==> config.mk <==
export PLATFORM = sky130hd
export DESIGN_NAME = ffa_ctrl
export DESIGN_NICKNAME = d
export VERILOG_FILES = /design/src/ffa_pkg.sv /design/src/ffa_ctrl.sv
export VERILOG_INCLUDE_DIRS = /design/src /design/src/src
export SDC_FILE = /design/constraint.sdc
export NUM_CORES = 1
export LEC_CHECK = 0
export ABC_CLOCK_PERIOD_IN_PS = 2600
export BUFFER_PORTS_ARGS = -buffer_cell sky130_fd_sc_hd__buf_4
export CAP_MARGIN = 5
export CORE_MARGIN = 1
export CORE_UTILIZATION = 50
export CTS_BUF_LIST = sky130_fd_sc_hd__clkbuf_8
export CTS_CLUSTER_SIZE = 10
export DETAILED_ROUTE_END_ITERATION = 10
export HOLD_SLACK_MARGIN = 0.08
export PLACE_DENSITY = 0.81
export SYNTH_ARGS = -nofsm -noshare
export SYNTH_HDL_FRONTEND = slang
export SYNTH_SLANG_ARGS = --single-unit
==> constraint.sdc <==
create_clock -name clk_i -period 2.6 [get_ports clk_i]
set_input_delay 0.52 -clock clk_i [delete_from_list [all_inputs] [get_ports clk_i]]
set_output_delay 0.52 -clock clk_i [all_outputs]
set_load 0.03 [all_outputs]
==> src/first_fit_free_list_allocator_assert.svh <==
// Assertion macros shared by the allocator modules.
`ifndef FIRST_FIT_FREE_LIST_ALLOCATOR_ASSERT_SVH
`define FIRST_FIT_FREE_LIST_ALLOCATOR_ASSERT_SVH

// Check prop at every rising clock edge outside reset.
`define FFA_ASSERT(lbl, clk, rst_n, prop, msg) \
  lbl: assert property (@(posedge clk) disable iff (!rst_n) (prop)) else $error(msg);

// Check cons in the cycle after ante.
`define FFA_ASSERT_NEXT(lbl, clk, rst_n, ante, cons, msg) \
  lbl: assert property (@(posedge clk) disable iff (!rst_n) (ante) |=> (cons)) else $error(msg);

`endif

==> src/ffa_pkg.sv <==
// Types, constants and codes of the first-fit free-list allocator.
package ffa_pkg;

  localparam int unsigned MAX_REGIONS = 512;
  localparam int unsigned ADDR_W      = $clog2(MAX_REGIONS);
  localparam int unsigned CNT_W       = $clog2(MAX_REGIONS + 1);

  localparam logic [31:0] HDR_BYTES         = 32'd4;
  localparam logic [31:0] HEAP_BASE_RESET   = 32'hC050_0000;
  localparam logic [31:0] HEAP_LENGTH_RESET = 32'h0040_0000;

  localparam logic CFG_HEAP_BASE   = 1'b0;
  localparam logic CFG_HEAP_LENGTH = 1'b1;

  localparam logic [1:0] REQ_ALLOC = 2'd0;
  localparam logic [1:0] REQ_FREE  = 2'd1;
  localparam logic [1:0] REQ_INIT  = 2'd2;

  localparam logic [2:0] ST_OK      = 3'd0;
  localparam logic [2:0] ST_NOFIT   = 3'd1;
  localparam logic [2:0] ST_OVERLAP = 3'd2;
  localparam logic [2:0] ST_FULL    = 3'd3;
  localparam logic [2:0] ST_EMPTY   = 3'd4;

  typedef struct packed {
    logic [1:0]  req_type;
    logic [31:0] alloc_size;
    logic [31:0] free_address;
    logic [31:0] free_length;
  } req_t;

  typedef struct packed {
    logic [31:0] payload_address;
    logic [31:0] block_length;
    logic [2:0]  status;
    logic [9:0]  regions_in_use;
  } rsp_t;

  typedef struct packed {
    logic [31:0] start;
    logic [31:0] size;
  } region_t;

  typedef enum logic [1:0] {RD_IDX, RD_NEXT, RD_PREV} rd_sel_e;
  typedef enum logic [1:0] {WR_SHRINK, WR_MOVE, WR_INSERT, WR_INIT} wr_sel_e;
  typedef enum logic [1:0] {CNT_HOLD, CNT_INIT, CNT_INC, CNT_DEC} cnt_op_e;
  typedef enum logic [2:0] {IDX_HOLD, IDX_CLR, IDX_INC, IDX_DEC, IDX_CNT} idx_op_e;

  typedef struct packed {
    logic       ld_req;
    idx_op_e    idx_op;
    logic       pos_ld;
    logic       prev_clr;
    logic       prev_ld;
    logic       hit_ld;
    logic       rd_en;
    rd_sel_e    rd_sel;
    logic       wr_en;
    wr_sel_e    wr_sel;
    cnt_op_e    cnt_op;
    logic       res_ld;
    logic       res_hit;
    logic [2:0] res_status;
  } cmd_t;

  typedef struct packed {
    logic [1:0] req_type;
    logic       cnt_zero;
    logic       cnt_full;
    logic       idx_at_cnt;
    logic       idx_at_pos;
    logic       size_ovf;
    logic       free_null;
    logic       free_past_top;
    logic       fit;
    logic       exact;
    logic       le;
    logic       prev_ovl;
    logic       next_ovl;
  } sts_t;

endpackage

==> src/ffa_ctrl.sv <==
// Controller: sequences table scans, shifts and result transactions.
`include "first_fit_free_list_allocator_assert.svh"

module ffa_ctrl import ffa_pkg::*; (
  input  logic clk_i,
  input  logic rst_ni,
  input  logic in_valid_i,
  output logic in_stall_o,
  output logic out_valid_o,
  input  logic out_stall_i,
  input  sts_t sts_i,
  output cmd_t cmd_o
);

  typedef enum logic [3:0] {
    S_BOOT, S_IDLE, S_DEC, S_A_RD, S_A_CHK, S_A_SRD, S_A_SWR,
    S_F_RD, S_F_CHK, S_F_SRD, S_F_SWR, S_FIN
  } state_e;

  state_e     state_q, state_d;
  logic [2:0] st_q, st_d;
  logic       hit_q, hit_d;
  logic       out_valid_q, out_valid_d;

  always_comb begin
    cmd_o            = '0;
    cmd_o.idx_op     = IDX_HOLD;
    cmd_o.rd_sel     = RD_IDX;
    cmd_o.wr_sel     = WR_MOVE;
    cmd_o.cnt_op     = CNT_HOLD;
    cmd_o.res_status = st_q;
    cmd_o.res_hit    = hit_q;
    state_d          = state_q;
    st_d             = st_q;
    hit_d            = hit_q;
    out_valid_d      = out_valid_q && out_stall_i;
    case (state_q)
      S_BOOT: begin
        cmd_o.wr_en  = 1'b1;
        cmd_o.wr_sel = WR_INIT;
        cmd_o.cnt_op = CNT_INIT;
        state_d      = S_IDLE;
      end
      S_IDLE: begin
        if (in_valid_i) begin
          cmd_o.ld_req = 1'b1;
          hit_d        = 1'b0;
          st_d         = ST_OK;
          state_d      = S_DEC;
        end
      end
      S_DEC: begin
        state_d = S_FIN;
        case (sts_i.req_type)
          REQ_ALLOC: begin
            if (sts_i.cnt_zero) st_d = ST_EMPTY;
            else if (sts_i.size_ovf) st_d = ST_NOFIT;
            else begin
              cmd_o.idx_op = IDX_CLR;
              state_d      = S_A_RD;
            end
          end
          REQ_FREE: begin
            if (sts_i.free_null) st_d = ST_OK;
            else if (sts_i.free_past_top) st_d = ST_NOFIT;
            else begin
              cmd_o.idx_op   = IDX_CLR;
              cmd_o.prev_clr = 1'b1;
              state_d        = S_F_RD;
            end
          end
          REQ_INIT: begin
            cmd_o.wr_en  = 1'b1;
            cmd_o.wr_sel = WR_INIT;
            cmd_o.cnt_op = CNT_INIT;
          end
          default: st_d = ST_OK;
        endcase
      end
      S_A_RD: begin
        if (sts_i.idx_at_cnt) begin
          st_d    = ST_NOFIT;
          state_d = S_FIN;
        end else begin
          cmd_o.rd_en = 1'b1;
          state_d     = S_A_CHK;
        end
      end
      S_A_CHK: begin
        if (sts_i.fit) begin
          cmd_o.hit_ld = 1'b1;
          hit_d        = 1'b1;
          if (sts_i.exact) begin
            cmd_o.cnt_op = CNT_DEC;
            state_d      = S_A_SRD;
          end else begin
            cmd_o.wr_en  = 1'b1;
            cmd_o.wr_sel = WR_SHRINK;
            state_d      = S_FIN;
          end
        end else begin
          cmd_o.idx_op = IDX_INC;
          state_d      = S_A_RD;
        end
      end
      S_A_SRD: begin
        if (sts_i.idx_at_cnt) state_d = S_FIN;
        else begin
          cmd_o.rd_en  = 1'b1;
          cmd_o.rd_sel = RD_NEXT;
          state_d      = S_A_SWR;
        end
      end
      S_A_SWR: begin
        cmd_o.wr_en  = 1'b1;
        cmd_o.idx_op = IDX_INC;
        state_d      = S_A_SRD;
      end
      S_F_RD: begin
        if (sts_i.idx_at_cnt) begin
          state_d = S_FIN;
          if (sts_i.prev_ovl) st_d = ST_OVERLAP;
          else if (sts_i.cnt_full) st_d = ST_FULL;
          else begin
            cmd_o.wr_en  = 1'b1;
            cmd_o.wr_sel = WR_INSERT;
            cmd_o.cnt_op = CNT_INC;
          end
        end else begin
          cmd_o.rd_en = 1'b1;
          state_d     = S_F_CHK;
        end
      end
      S_F_CHK: begin
        if (sts_i.le) begin
          cmd_o.prev_ld = 1'b1;
          cmd_o.idx_op  = IDX_INC;
          state_d       = S_F_RD;
        end else if (sts_i.prev_ovl || sts_i.next_ovl) begin
          st_d    = ST_OVERLAP;
          state_d = S_FIN;
        end else if (sts_i.cnt_full) begin
          st_d    = ST_FULL;
          state_d = S_FIN;
        end else begin
          cmd_o.pos_ld = 1'b1;
          cmd_o.idx_op = IDX_CNT;
          state_d      = S_F_SRD;
        end
      end
      S_F_SRD: begin
        if (sts_i.idx_at_pos) begin
          cmd_o.wr_en  = 1'b1;
          cmd_o.wr_sel = WR_INSERT;
          cmd_o.cnt_op = CNT_INC;
          state_d      = S_FIN;
        end else begin
          cmd_o.rd_en  = 1'b1;
          cmd_o.rd_sel = RD_PREV;
          state_d      = S_F_SWR;
        end
      end
      S_F_SWR: begin
        cmd_o.wr_en  = 1'b1;
        cmd_o.idx_op = IDX_DEC;
        state_d      = S_F_SRD;
      end
      S_FIN: begin
        if (!out_valid_q || !out_stall_i) begin
          cmd_o.res_ld = 1'b1;
          out_valid_d  = 1'b1;
          state_d      = S_IDLE;
        end
      end
      default: state_d = S_IDLE;
    endcase
  end

  always_ff @(posedge clk_i or negedge rst_ni) begin
    if (!rst_ni) begin
      state_q     <= S_BOOT;
      st_q        <= ST_OK;
      hit_q       <= 1'b0;
      out_valid_q <= 1'b0;
    end else begin
      state_q     <= state_d;
      st_q        <= st_d;
      hit_q       <= hit_d;
      out_valid_q <= out_valid_d;
    end
  end

  assign in_stall_o  = (state_q != S_IDLE);
  assign out_valid_o = out_valid_q;

  `FFA_ASSERT_NEXT(a_accept_busy, clk_i, rst_ni, in_valid_i && !in_stall_o, state_q == S_DEC, "accepted transaction not decoded")
  `FFA_ASSERT(a_hit_ok, clk_i, rst_ni, !(cmd_o.res_ld && hit_q) || (st_q == ST_OK), "allocation result with error status")
  `FFA_ASSERT(a_rise_from_fin, clk_i, rst_ni, !$rose(out_valid_q) || $past(state_q == S_FIN), "result raised outside finish")

endmodule

==> results of run 1 <==
-- layout by cell type, fill, tap and decap left out, drive strengths merged, types with 2 or more instances in the layout --
cell type	synthesis	final
a32oi	2	2
nor3	5	5
nor4b	2	2
and2	2	2
and3	3	3
o21ai	7	7
nand3b	2	2
inv	9	10
a41oi	2	2
or4b	3	3
a211o	3	3
dfrtp	9	9
or3	4	4
o221ai	2	2
nor2b	2	2
nand2	9	9
or2	2	2
a21o	2	2
o22ai	2	2
nand3	5	5
clkbuf	5	3
buf	6	46
nor2	10	10
o21a	2	2
nand2b	4	4
o211ai	3	3
a21oi	9	9
-- sequential cells by signal (all words and copies together) (netlist names) --
name / flops
st_q: 3
state_q: 4
out_valid_o: 1
hit_q: 1
-- through the flow --
stage | area [µm²] | hold WS [ps]
CTS | 1370 | 103
detailed placement | 1320 | 343
global route | 1370 | 108
finish | 1370 | 105
global placement | 1320 | 342
floorplan | 1000 | 224
-- per-layer routing --
metal | up-vias | wire [µm] | part of all wire
met1 | 543 | 1270 | 0.42
li1 | 587 | - | -
met2 | 71 | 1430 | 0.48
met3 | 4 | 266 | 0.089
met5 | - | 0 | 0
met4 | 0 | 16 | 0.0054
-- worst paths after layout --
kind,startpoint,endpoint,cells after the start
setup / recovery,state_q[1]$_DFFE_PN0P_,cmd_o[7],6
hold / removal,rst_ni,st_q[1]$_DFFE_PN0P_,1
setup reg to reg,state_q[2]$_DFFE_PN0P_,st_q[0]$_DFFE_PN0P_,5
hold reg to reg,st_q[0]$_DFFE_PN0P_,st_q[0]$_DFFE_PN0P_,2
max in group asynchronous,rst_ni,hit_q$_DFFE_PN0P_,1
min in group clk_i,out_stall_i,out_valid_o$_DFF_PN0_,2
-- critical path, delay by kind of cell, from the launching register on --
family,cells,cell delay [ps]
AND/OR/NAND/NOR,2,290
AO/OA/AOI/OAI,2,400
buffers and inverters,2,420
flip-flops,1,640
-- kinds of logic after synthesis --
group / count (synthesis) / share of synthesized area
multiplexers: 1 / 0.0112
flip-flops: 9 / 0.224
adder cells (fa/ha/maj): 1 / 0.00998
XOR/XNOR: 1 / 0.00873
AO/OA/AOI/OAI: 44 / 0.313
buffers and inverters: 21 / 0.0960
AND/OR/NAND/NOR: 58 / 0.337
-- layout make-up --
cell class | count | area (µm²) | share of cell area
clock buffer | 3 | 41.3 | 0.0302
clock inverter | 1 | 3.75 | 0.00275
tap | 25 | 31.3 | 0.0229
inverter | 10 | 37.5 | 0.0275
multi-input combinational | 105 | 682 | 0.499
timing repair buffer | 46 | 345 | 0.253
sequential | 9 | 225 | 0.165
-- report_power, final --
group	total, W	internal (W)	leakage [nW]	switching [W]
clock network	0.000151	0.000102	0.0269	0.0000486
logic	0.00110	0.000467	0.499	0.000634
registers	0.000319	0.000196	0.115	0.000123
==> run summary, run 1 <==
The run finished with clean final reports. STA classifies the critical path startpoint as a flip-flop. After clock tree synthesis, the repair step resized 0 gates. The floorplan has 15 rows.

Setup violations remaining at the end of the flow were counted as 0. The total overflow left after global routing is 0. In the final routed layout, each cell accounts on average for 15.0 µm. The tools report the worst endpoint data arrival time as 1970 ps.

The tree is rooted in a clkbuf_8. In the synthesized netlist, the number of instances is 135. TritonCTS built the clock tree. H-tree depth reported by CTS: 1. The most common cell in the synthesized netlist is nor2_1.

The worst-case clock buffer depth is 2. After synthesis the cells add up to 1000 µm². Final routed DRC violation total: 0. The final core utilization was 0.758; the count of warnings emitted by yosys was 0.

The number of placed instances, taps included, is 195. The first global-routing pass estimated 4660 µm of wire. After detailed routing, the number of vias per cell comes to 6.06.

Relative to the synthesized area, the layout overhead comes to 36.2%. The vertical die dimension is 46.8 µm, and the die area is 2190 µm². The number of diodes was 0; the share of the yosys chip area belonging to registers was 0.224. Total power of the final layout: 0.00157 W. On the worst path, the slowest cell contributes a delay of 640 ps. met2 is the most crowded layer.

The tools report the fraction of met3 tracks used by global routing as 0.0538. The starting utilization of the core area is 0.557. Final period utilization: 0.959. The routed layout has 1205 vias. For the total negative slack, the log shows 0 ps. Counting instances in the post-synthesis netlist gives the leading cell types as nor2_1, a21oi_1, dfrtp_1, inv_1, nand2_1. After synthesis, the cell types taking the most area are dfrtp_1, a21oi_1, nor2_1, inv_1, nand2_1. The clock-pin slew of the registers on the worst-case setup and hold paths was 40 ps. The cell with the largest stage delay on the worst path was dfrtp_1. After clock tree synthesis, the flow added hold-fix buffers numbering 0. The width of the die was 46.8 µm; the top cell type's share of synthesized area was 0.224. STA puts the critical path data required time at 2080 ps. Excluding fillers, the count of instances in the completed layout stands at 199. Entering global routing, the biggest net connects 17 pins.

For this block, the initial DRC count from the detailed router was 76. Path type of the worst min-delay path: input port to async pin. The netlist uses 53 different library cells. Setup repair after global routing left no endpoint under its margin.

For this design the top-level I/O count stands at 41. In this run, CTS created clock tree buffers numbering 3. The tree built by TritonCTS fans out to 9 sinks. Across the VDD grid, the largest voltage drop is 0.000900 V. The global routing usage on met2 is 0.478. The logs give 520 ps for the slack of the worst reg-to-reg path and 0 for the reported max-cap violation count.

For this run, the detailed router's first-pass iteration total came to 5. Number of enable-type register cells in the synthesized netlist: 0. The largest total area in the synthesized netlist belongs to dfrtp_1. The share of async-settable or async-resettable flops after synthesis came out at 1.00. The most prevalent standard cell on the critical path is buf_4. Timing analysis after detailed placement gives a worst setup slack of 404 ps.

The pin slew with the least headroom to its limit was 497 ps. The tools report the type of element capturing the critical path as an output port. The congestion estimate from routability-driven global placement came to 0.958. The routing usage on met1 came out at 0.432. The count of buffers inserted at the top-level ports was 40. Timing would allow up to 0.401 GHz. For this design the ratio of total power to cell area is 1150 nW/µm².

Number of global-route vias before repair: 1052. The final-report max-slew violation count is 0. The kind of critical path is flip-flop to output port.

Proportion of layout cells with a drive suffix above 1: 0.328. The routed design could run at a clock period as short as 2490 ps. The signal on the critical path passes through buf_4 -> nand2_1 -> nor4_1 -> o21ai_0 -> a21boi_0 -> buf_4.

The initial antenna violation count came out at 0. In this run the static leakage power is 0.641 nW. Setup slack on the critical path of the routed design comes to 106 ps.

The worst max-slew margin expressed relative to the limit is 0.669, and the overall routed net length is 2980 µm. The area of the placeable core is 1800 µm². In this run the worst path has a maximum fanout of 16. The final layout contains 193 nets. Dominant synthesized flop cell: dfrtp_1. The run gives 2360 µm as the placed wire-length estimate.

Post-synthesis area per instance: 7.43 µm². In this run, synthesis produced a sequential element count of 9. The logs give 0 for the final number of hold-violating endpoints and 0 for the remaining antenna violation count.

For the combined global-route utilization of all metal layers, the log shows 0.303. For the net count of the mapped netlist, the log shows 153. The clock network latency to the later pin of the worst-skew pair is 220 ps, and the count of buffers added by post-CTS timing repair for setup is 0.

The layout has 155 filler cells. Between clock sinks in the finished design, the worst skew comes to 1.52 ps.
Note: power is estimated with default switching activity, not from simulation.
==> inputs of run 2 (changes only) <==
==> constraint.sdc (replaced) <==
create_clock -name clk_i -period 2.6 [get_ports clk_i]
set_input_delay 0.65 -clock clk_i [delete_from_list [all_inputs] [get_ports clk_i]]
set_output_delay 0.65 -clock clk_i [all_outputs]
set_load 0.03 [all_outputs]
==> run 2 against run 1 <==
  * Critical path depth down 1
  * Flip-flop and latch count unchanged
  * Non-clock buffer count up 3
  * Final area up 1.6%
  * Die area unchanged
  * Largest cell class unchanged
  * Worst hold slack better by 120 ps
  * Largest power group unchanged
  * Setup slack worse by 7.2 ps
  * Total power up 1.6%
  * Combinational power up 5%
==> run summary, run 2 (synthesized netlist as in run 1, its figures left out) <==
The minimum clock period after layout was 2500 ps (+7.15 ps). The final period utilization works out to 0.962 (+0.00275). The endpoint identified for the worst register-to-register timing path is st_q[1]$_DFFE_PN0P_. The logs give 3 (unchanged) for the number of CTS-inserted buffers and 0.302 (-0.00186) for the combined global-route utilization of all metal layers. For the number of vias after detailed routing, the log shows 1227 (+1.8%). Traced cell by cell, the critical path runs through nor2b_1 -> and2_0 -> o21ai_0 -> a21boi_1 -> buf_4. The area of the placeable core was 1800 µm² (unchanged). The stage delay of the slowest cell on the critical path was 540 ps (-100 ps). For the die area, the log shows 2190 µm² (unchanged). The proportion of layout cells with a drive suffix above 1 was 0.339 (+0.0114); the first-pass GRT wire length was 4600 µm (-1.3%). The reported max-cap violation count is 0 (unchanged). The routability congestion estimate from global placement came out at 0.891 (-7.1%).

The largest fanout of any net on the critical path works out to 10 (-6). The number of setup violations in the final report came out at 0 (unchanged). The tools report the worst-case setup slack after placement as 166 ps (-238 ps). The wire length per cell after detailed routing was 15.4 µm (+2.9%); the initial antenna violation count was 0 (unchanged). For the worst-case clock buffer depth, the log shows 2 (unchanged). The number of flip-flops in the largest register came out at 4 (unchanged).

TritonCTS built the clock tree. The non-filler instance count after layout came out at 202 (+1.5%). The static leakage power was 0.655 nW (+2.2%); the post-CTS resize count was 0 (unchanged).

The critical path is of the flip-flop to output port type. The maximum number of pins on one net before global-route repair was 13 (-4); the worst max-slew margin expressed relative to the limit was 0.726 (+0.0568). The final number of hold-violating endpoints was 0 (unchanged); the H-tree depth reported by CTS was 1 (unchanged). The tools report the worst path required time as 1950 ps (-130 ps).

The placed wire-length estimate was 2430 µm (+2.6%). The startpoint identified for the worst register-to-register timing path is state_q[1]$_DFFE_PN0P_. The pin slew with the least headroom to its limit is 407 ps (-89.4 ps).

The worst endpoint data arrival time came out at 1850 ps (-120 ps). The DRC violation total after the first TritonRoute iteration was 36 (-53%). The overall routed net length came out at 3120 µm (+4.5%).

The largest registers in the layout are state_q: 4 flops, st_q: 3 flops. The peak supply drop was 0.000770 V (-14%); the vertical die dimension was 46.8 µm (unchanged). The logs give 196 (+1.6%) for the final net count and 240 ps (+20 ps) for the clock network latency to the later pin of the worst-skew pair. The run gives 0 (unchanged) as the number of buffers added to fix hold violations after cts. Count of buffers added by post-CTS timing repair for setup: 0 (unchanged). The critical path ends at cmd_o[7]. The path type of the worst min-delay path was input port to async pin. Among cell families on the critical path, the largest total delay comes from compound AO/OA/AOI/OAI gates. The worst clock skew came out at 7.69 ps (+6.17 ps). In the layout the commonest cells are buf_4, nor2_1, inv_1. The growth of design area from synthesis to finish is 38.4%. The register name with the most flops was state_q. The logic depth of the worst register-to-register path came out at 6 (+1). Width of the die: 46.8 µm (unchanged). The run gives 0 (unchanged) as the remaining antenna violation count. The run gives 0 ps (unchanged) as the total negative slack. The number of diodes is 0 (unchanged).

For the slack of the worst reg-to-reg path, the log shows 570 ps (+50 ps). The count of clock tree sinks was 9 (unchanged). The sum of overflow across all layers after global routing came out at 0 (unchanged). The number of logic stages on the critical path including buffering was 5 (-1); the number of rows in the core area was 15 (unchanged). The largest individual stage delay along the critical path comes from the cell dfrtp_1. The cell sitting at the root of the clock tree is a clkbuf_8.

For the total instance count after detailed placement, the log shows 198 (+1.5%). The clock-pin slew of the registers on the worst-case setup and hold paths was 50 ps (about the same). STA classifies the critical path endpoint as an output port.

The flow ran to the end, and the final reports show no timing, DRC or antenna violations. In this run the worst setup path begins at state_q[2]$_DFFE_PN0P_. The detailed-router iteration count before antenna repair came out at 4 (-1). The total buffers and inverters traversed by the critical path was 1 (-1). The number of global-route vias before repair came out at 1070 (+1.7%).

The logs give 41 (unchanged) for the I/O pin count and 220 ps (+115 ps) for the worst hold slack after final layout. The final routed DRC violation total came out at 0 (unchanged). The final critical-path setup slack was 98.7 ps (-7.15 ps).

The worst setup path is launched from a flip-flop. The ratio of routed vias to standard cells was 6.07 (+0.31%); the highest attainable clock frequency was 0.400 GHz (-0.29%). The total power density per cell area is 1150 nW/µm² (about the same). Count of buffers inserted at the top-level ports: 40 (unchanged). Setup repair after global routing left no endpoint under its margin.

The tools report the final-report max-slew violation count as 0 (unchanged). The library cell used most frequently in the layout, excluding fill and tap cells, is buf_4. The starting utilization of the core area was 0.557 (unchanged).
==> run 2: cell count changes in the layout (fill, tap and decap cells not counted) <==
cell / change
a21boi_0: -1
a21boi_1: +1
buf_4: +3
==> run 2: through the flow <==
| step | total power, W | utilization | area [µm²] |
|---|---|---|---|
| 2_1_floorplan | 0.00106 | - | 1000 |
| 3_3_place_gp | 0.00140 | 0.746 | 1340 |
| 3_5_place_dp | 0.00142 | 0.746 | 1340 |
| 4_1_cts | 0.00159 | 0.771 | 1390 |
| 5_1_grt | 0.00169 | 0.771 | 1390 |
| 6_report | 0.00160 | 0.771 | 1390 |
==> run 2: how the worst min path moves through the flow <==
stage / startpoint / endpoint / slack, ps / cells after the start
5_1_grt: rst_ni / st_q[0]$_DFFE_PN0P_ / 230 / 1
3_3_place_gp: rst_ni / st_q[2]$_DFFE_PN0P_ / 470 / 1
4_1_cts: rst_ni / st_q[2]$_DFFE_PN0P_ / 220 / 1
3_5_place_dp: rst_ni / st_q[2]$_DFFE_PN0P_ / 480 / 1
6_report: rst_ni / st_q[2]$_DFFE_PN0P_ / 220 / 1
2_1_floorplan: rst_ni / hit_q$_DFFE_PN0P_ / 350 / 0
==> run 2: worst reg2reg max path, cell delays in order, from the launching register on <==
cell	delay (ps)
dfrtp_1	490
buf_4	230
buf_4	180
or3_1	360
a211o_1	350
a41oi_1	210
a31oi_1	80
==> run 2: power breakdown <==
| part | switching (W) | total [W] | internal (W) |
|---|---|---|---|
| clock | 0.0000598 | 0.000163 | 0.000103 |
| combinational | 0.000666 | 0.00115 | 0.000486 |
| sequential | 0.0000847 | 0.000281 | 0.000197 |
==> run 2: routing by layer <==
layer	track usage	wire (µm)
met5	0	0
met4	0.103	19
met2	0.539	1630
met3	0.0846	152
met1	0.344	1320
==> run 2: area by class of cell <==
cell class / count / area [µm²]
multi-input cells: 105 / 682
flip-flops and latches: 9 / 225
clock inverters: 1 / 3.75
inverters: 10 / 37.5
well taps: 25 / 31.3
repair buffers: 49 / 368
fillers: 150 / 413
clock buffers: 3 / 41.3
==> inputs of run 3 (changes only) <==
--- a/config.mk
+++ b/config.mk
@@ -9,13 +9,15 @@
 export ABC_CLOCK_PERIOD_IN_PS = 2600
 export BUFFER_PORTS_ARGS = -buffer_cell sky130_fd_sc_hd__buf_4
 export CAP_MARGIN = 5
+export CELL_PAD_IN_SITES_DETAIL_PLACEMENT = 1
+export CELL_PAD_IN_SITES_GLOBAL_PLACEMENT = 1
 export CORE_MARGIN = 1
-export CORE_UTILIZATION = 50
+export CORE_UTILIZATION = 37
 export CTS_BUF_LIST = sky130_fd_sc_hd__clkbuf_8
 export CTS_CLUSTER_SIZE = 10
 export DETAILED_ROUTE_END_ITERATION = 10
 export HOLD_SLACK_MARGIN = 0.08
-export PLACE_DENSITY = 0.81
+export PLACE_DENSITY = 0.86
 export SYNTH_ARGS = -nofsm -noshare
 export SYNTH_HDL_FRONTEND = slang
 export SYNTH_SLANG_ARGS = --single-unit
==> run 3 against run 2 <==
  * Non-clock buffer count is 2 lower
  * Total power is 0.81% higher
  * Fmax is 0.36% higher
  * Final cell count is 1.5% higher
  * Register-to-register slack hardly changed
  * Flip-flop and latch count stayed put
  * Global-route usage is 2.8 points lower
  * Sequential power is 1% lower
  * Sequential share of layout area hardly changed
  * Critical path type unchanged
  * Critical endpoint is now cmd_o[14]
  * Highest routed layer unchanged
==> run summary, run 3 (synthesized netlist as in run 1, its figures left out) <==
The flow ran to the end, and the final reports show no timing, DRC or antenna violations. The most used routing layer in global routing is met2. The peak supply drop is 0.000811 V (+5.3%).

The number of fill cells in the layout came out at 348 (+130%). The final critical-path setup slack was 108 ps (+8.87 ps); the width of the die was 54.1 µm (+16%). In the layout the commonest cells are buf_4, nor2_1, nand2_1, a21oi_1, inv_1. The total negative slack is 0 ps (unchanged). The highest attainable clock frequency was 0.401 GHz (+0.36%); the count of buffers inserted at the top-level ports was 40 (unchanged). Wire length per cell after detailed routing: 17.7 µm (+15%). For the number of buffers added to fix hold violations after cts, the log shows 0 (unchanged). The detailed-router iteration count before antenna repair is 4 (unchanged). The switching component of the power is 0.000837 W (+3.2%), and the combined global-route utilization of all metal layers is 0.273 (-0.0283). The largest fanout of any net on the critical path came out at 12 (+2). The tools report the number of CTS-inserted buffers as 3 (unchanged).

The logs give 2830 µm (+17%) for the placed wire-length estimate and 0 (unchanged) for the final routed DRC violation total. The kind of critical path is flip-flop to output port. Setup repair after global routing left no endpoint under its margin. In the final layout, the registers with the most flip-flops are state_q: 4 flops, st_q: 3 flops. The run gives 2920 µm² (+34%) as the die area. The logs give 0 (unchanged) for the initial antenna violation count and 0.643 nW (-1.8%) for the static leakage power. The sum of overflow across all layers after global routing is 0 (unchanged), and the count of clock tree sinks is 9 (unchanged).

Reported max-cap violation count: 0 (unchanged). Tracing the worst setup path back leads to its startpoint at state_q[3]$_DFFE_PN0P_. Compared with the post-synthesis result, the final layout area differs by 39.2%.

For the worst-case clock buffer depth, the log shows 2 (unchanged). The proportion of layout cells with a drive suffix above 1 came out at 0.360 (+0.0210). The finished layout cell area is 1400 µm² (+0.54%), and the maximum number of pins on one net before global-route repair is 30 (+17).

The count of buffers added by post-CTS timing repair for setup was 0 (unchanged); the remaining antenna violation count was 0 (unchanged). The logs give 18 (+3) for the number of rows in the core area and 1158 (+8.2%) for the number of global-route vias before repair. The tools report the I/O pin count as 41 (unchanged).

The final period utilization was 0.959 (-0.00341); the number of diodes was 0 (unchanged). The worst max-slew margin expressed relative to the limit is 0.690 (-0.0352). The clock-pin slew of the registers on the worst-case setup and hold paths was 50 ps (about the same). The vertical die dimension is 54.1 µm (+16%).

The cell area after placement is 1340 µm² (-0.65%). The worst clock skew came out at 6.12 ps (-1.56 ps). Path type of the worst min-delay path: input port to async pin. The number of flip-flops in the largest register came out at 4 (unchanged).

Routability congestion estimate from global placement: 0.826 (-7.3%). The final-report max-slew violation count was 0 (unchanged). The worst-case setup slack after placement is 102 ps (-63.3 ps), and the fraction of power consumed by combinational cells is 0.725 (+0.003). The area of the placeable core is 2520 µm² (+40%), and the routing usage on met1 is 0.343 (about the same). Minimum clock period after layout: 2490 ps (-8.87 ps). The pin slew with the least headroom to its limit is 458 ps (+50.6 ps).

The worst setup path is captured at an output port. Most common library cell in the layout ignoring fill and taps: buf_4. Origin of the critical flop-to-flop path: state_q[0]$_DFFE_PN0P_. Type of element launching the critical path: a flip-flop. The final net count was 194 (-1.0%). Counting flops per register, the top entry is state_q.

The global routing usage on met2 is 0.457 (-0.0821), and the DRC violation total after the first TritonRoute iteration is 37 (+2.8%). The first-pass GRT wire length was 5660 µm (+23%). The worst endpoint data arrival time was 1840 ps (about the same).

The H-tree depth reported by CTS was 1 (unchanged). TritonCTS built the clock tree. The clock network latency to the later pin of the worst-skew pair came out at 240 ps (about the same). The logs give 0.172 (-0.004) for the part of the total power dissipated in sequential elements and 570 ps (about the same) for the slack of the worst reg-to-reg path.

Number of vias after detailed routing: 1233 (+0.49%). The worst path required time was 1950 ps (about the same). The starting utilization of the core area came out at 0.398 (-0.159).

The tools report the library cell used as clock root buffer as clkbuf_8. The logs give 3640 µm (+17%) for the overall routed net length and 0.103 (about the same) for the power share of the clock group. The logs give 0.0480 (-0.0366) for the fraction of met3 tracks used by global routing and 0.000772 W (-1.7%) for the internal power contribution. The share of total power consumed by net switching was 0.520 (+0.0122). Ratio of routed vias to standard cells: 6.01 (-0.98%). The final number of hold-violating endpoints was 0 (unchanged); the total power density per cell area was 1150 nW/µm² (+0.27%).

The number of setup violations in the final report came out at 0 (unchanged).
==> run 3: cell type report <==
type / instances / area (µm²) / area share
clock inverters: 1 / 5.00 / 0.00358
well taps: 30 / 37.5 / 0.0269
inverters: 10 / 37.5 / 0.0269
clock buffers: 3 / 41.3 / 0.0296
flip-flops and latches: 9 / 226 / 0.162
repair buffers: 47 / 353 / 0.253
multi-input cells: 105 / 696 / 0.498
==> run 3: stage by stage <==
stage	utilization	hold slack, ps	std cells	power, W
floorplan	-	354	135	0.00106
global placement	0.529	487	201	0.00138
detailed placement	0.529	487	201	0.00142
CTS	0.548	234	205	0.00160
global route	0.554	234	205	0.00172
finish	0.554	232	205	0.00161
==> run 3: path summary, 6_finish.rpt <==
kind / end / depth (start not counted)
worst min register to register: hit_q$_DFFE_PN0P_ / 2
max in group asynchronous: state_q[2]$_DFFE_PN0P_ / 1
worst max register to register: st_q[0]$_DFFE_PN0P_ / 5
worst max-delay path: cmd_o[14] / 4
min in group clk_i: hit_q$_DFFE_PN0P_ / 2
worst min-delay path: state_q[0]$_DFFE_PN0P_ / 1
==> run 3: critical path, cell delays in order (launching register included) <==
cell	delay, ps
dfrtp_1	520
buf_4	250
nor4b_1	420
and2_1	250
buf_4	180
==> run 3: power groups by stage <==
stage / logic (W) / clock network, W / registers (W)
after floorplan: 0.000771 / 0 / 0.000287
final: 0.00117 / 0.000166 / 0.000277
after global routing: 0.00126 / 0.000175 / 0.000285
after detailed placement: 0.00114 / 0 / 0.000277
after CTS: 0.00116 / 0.000168 / 0.000276
after global placement: 0.00111 / 0 / 0.000270
==> run 3: per-layer routing <==
layer / wire (µm) / vias up
li1: - / 583
met1: 1630 / 604
met2: 1800 / 40
met3: 162 / 6
met4: 47 / 0
met5: 0 / -
==> run 3: timing repair <==
action	in CTS	in global routing
cloned	0	0
endpoints found under the setup margin	1	5
resized for setup	1	4
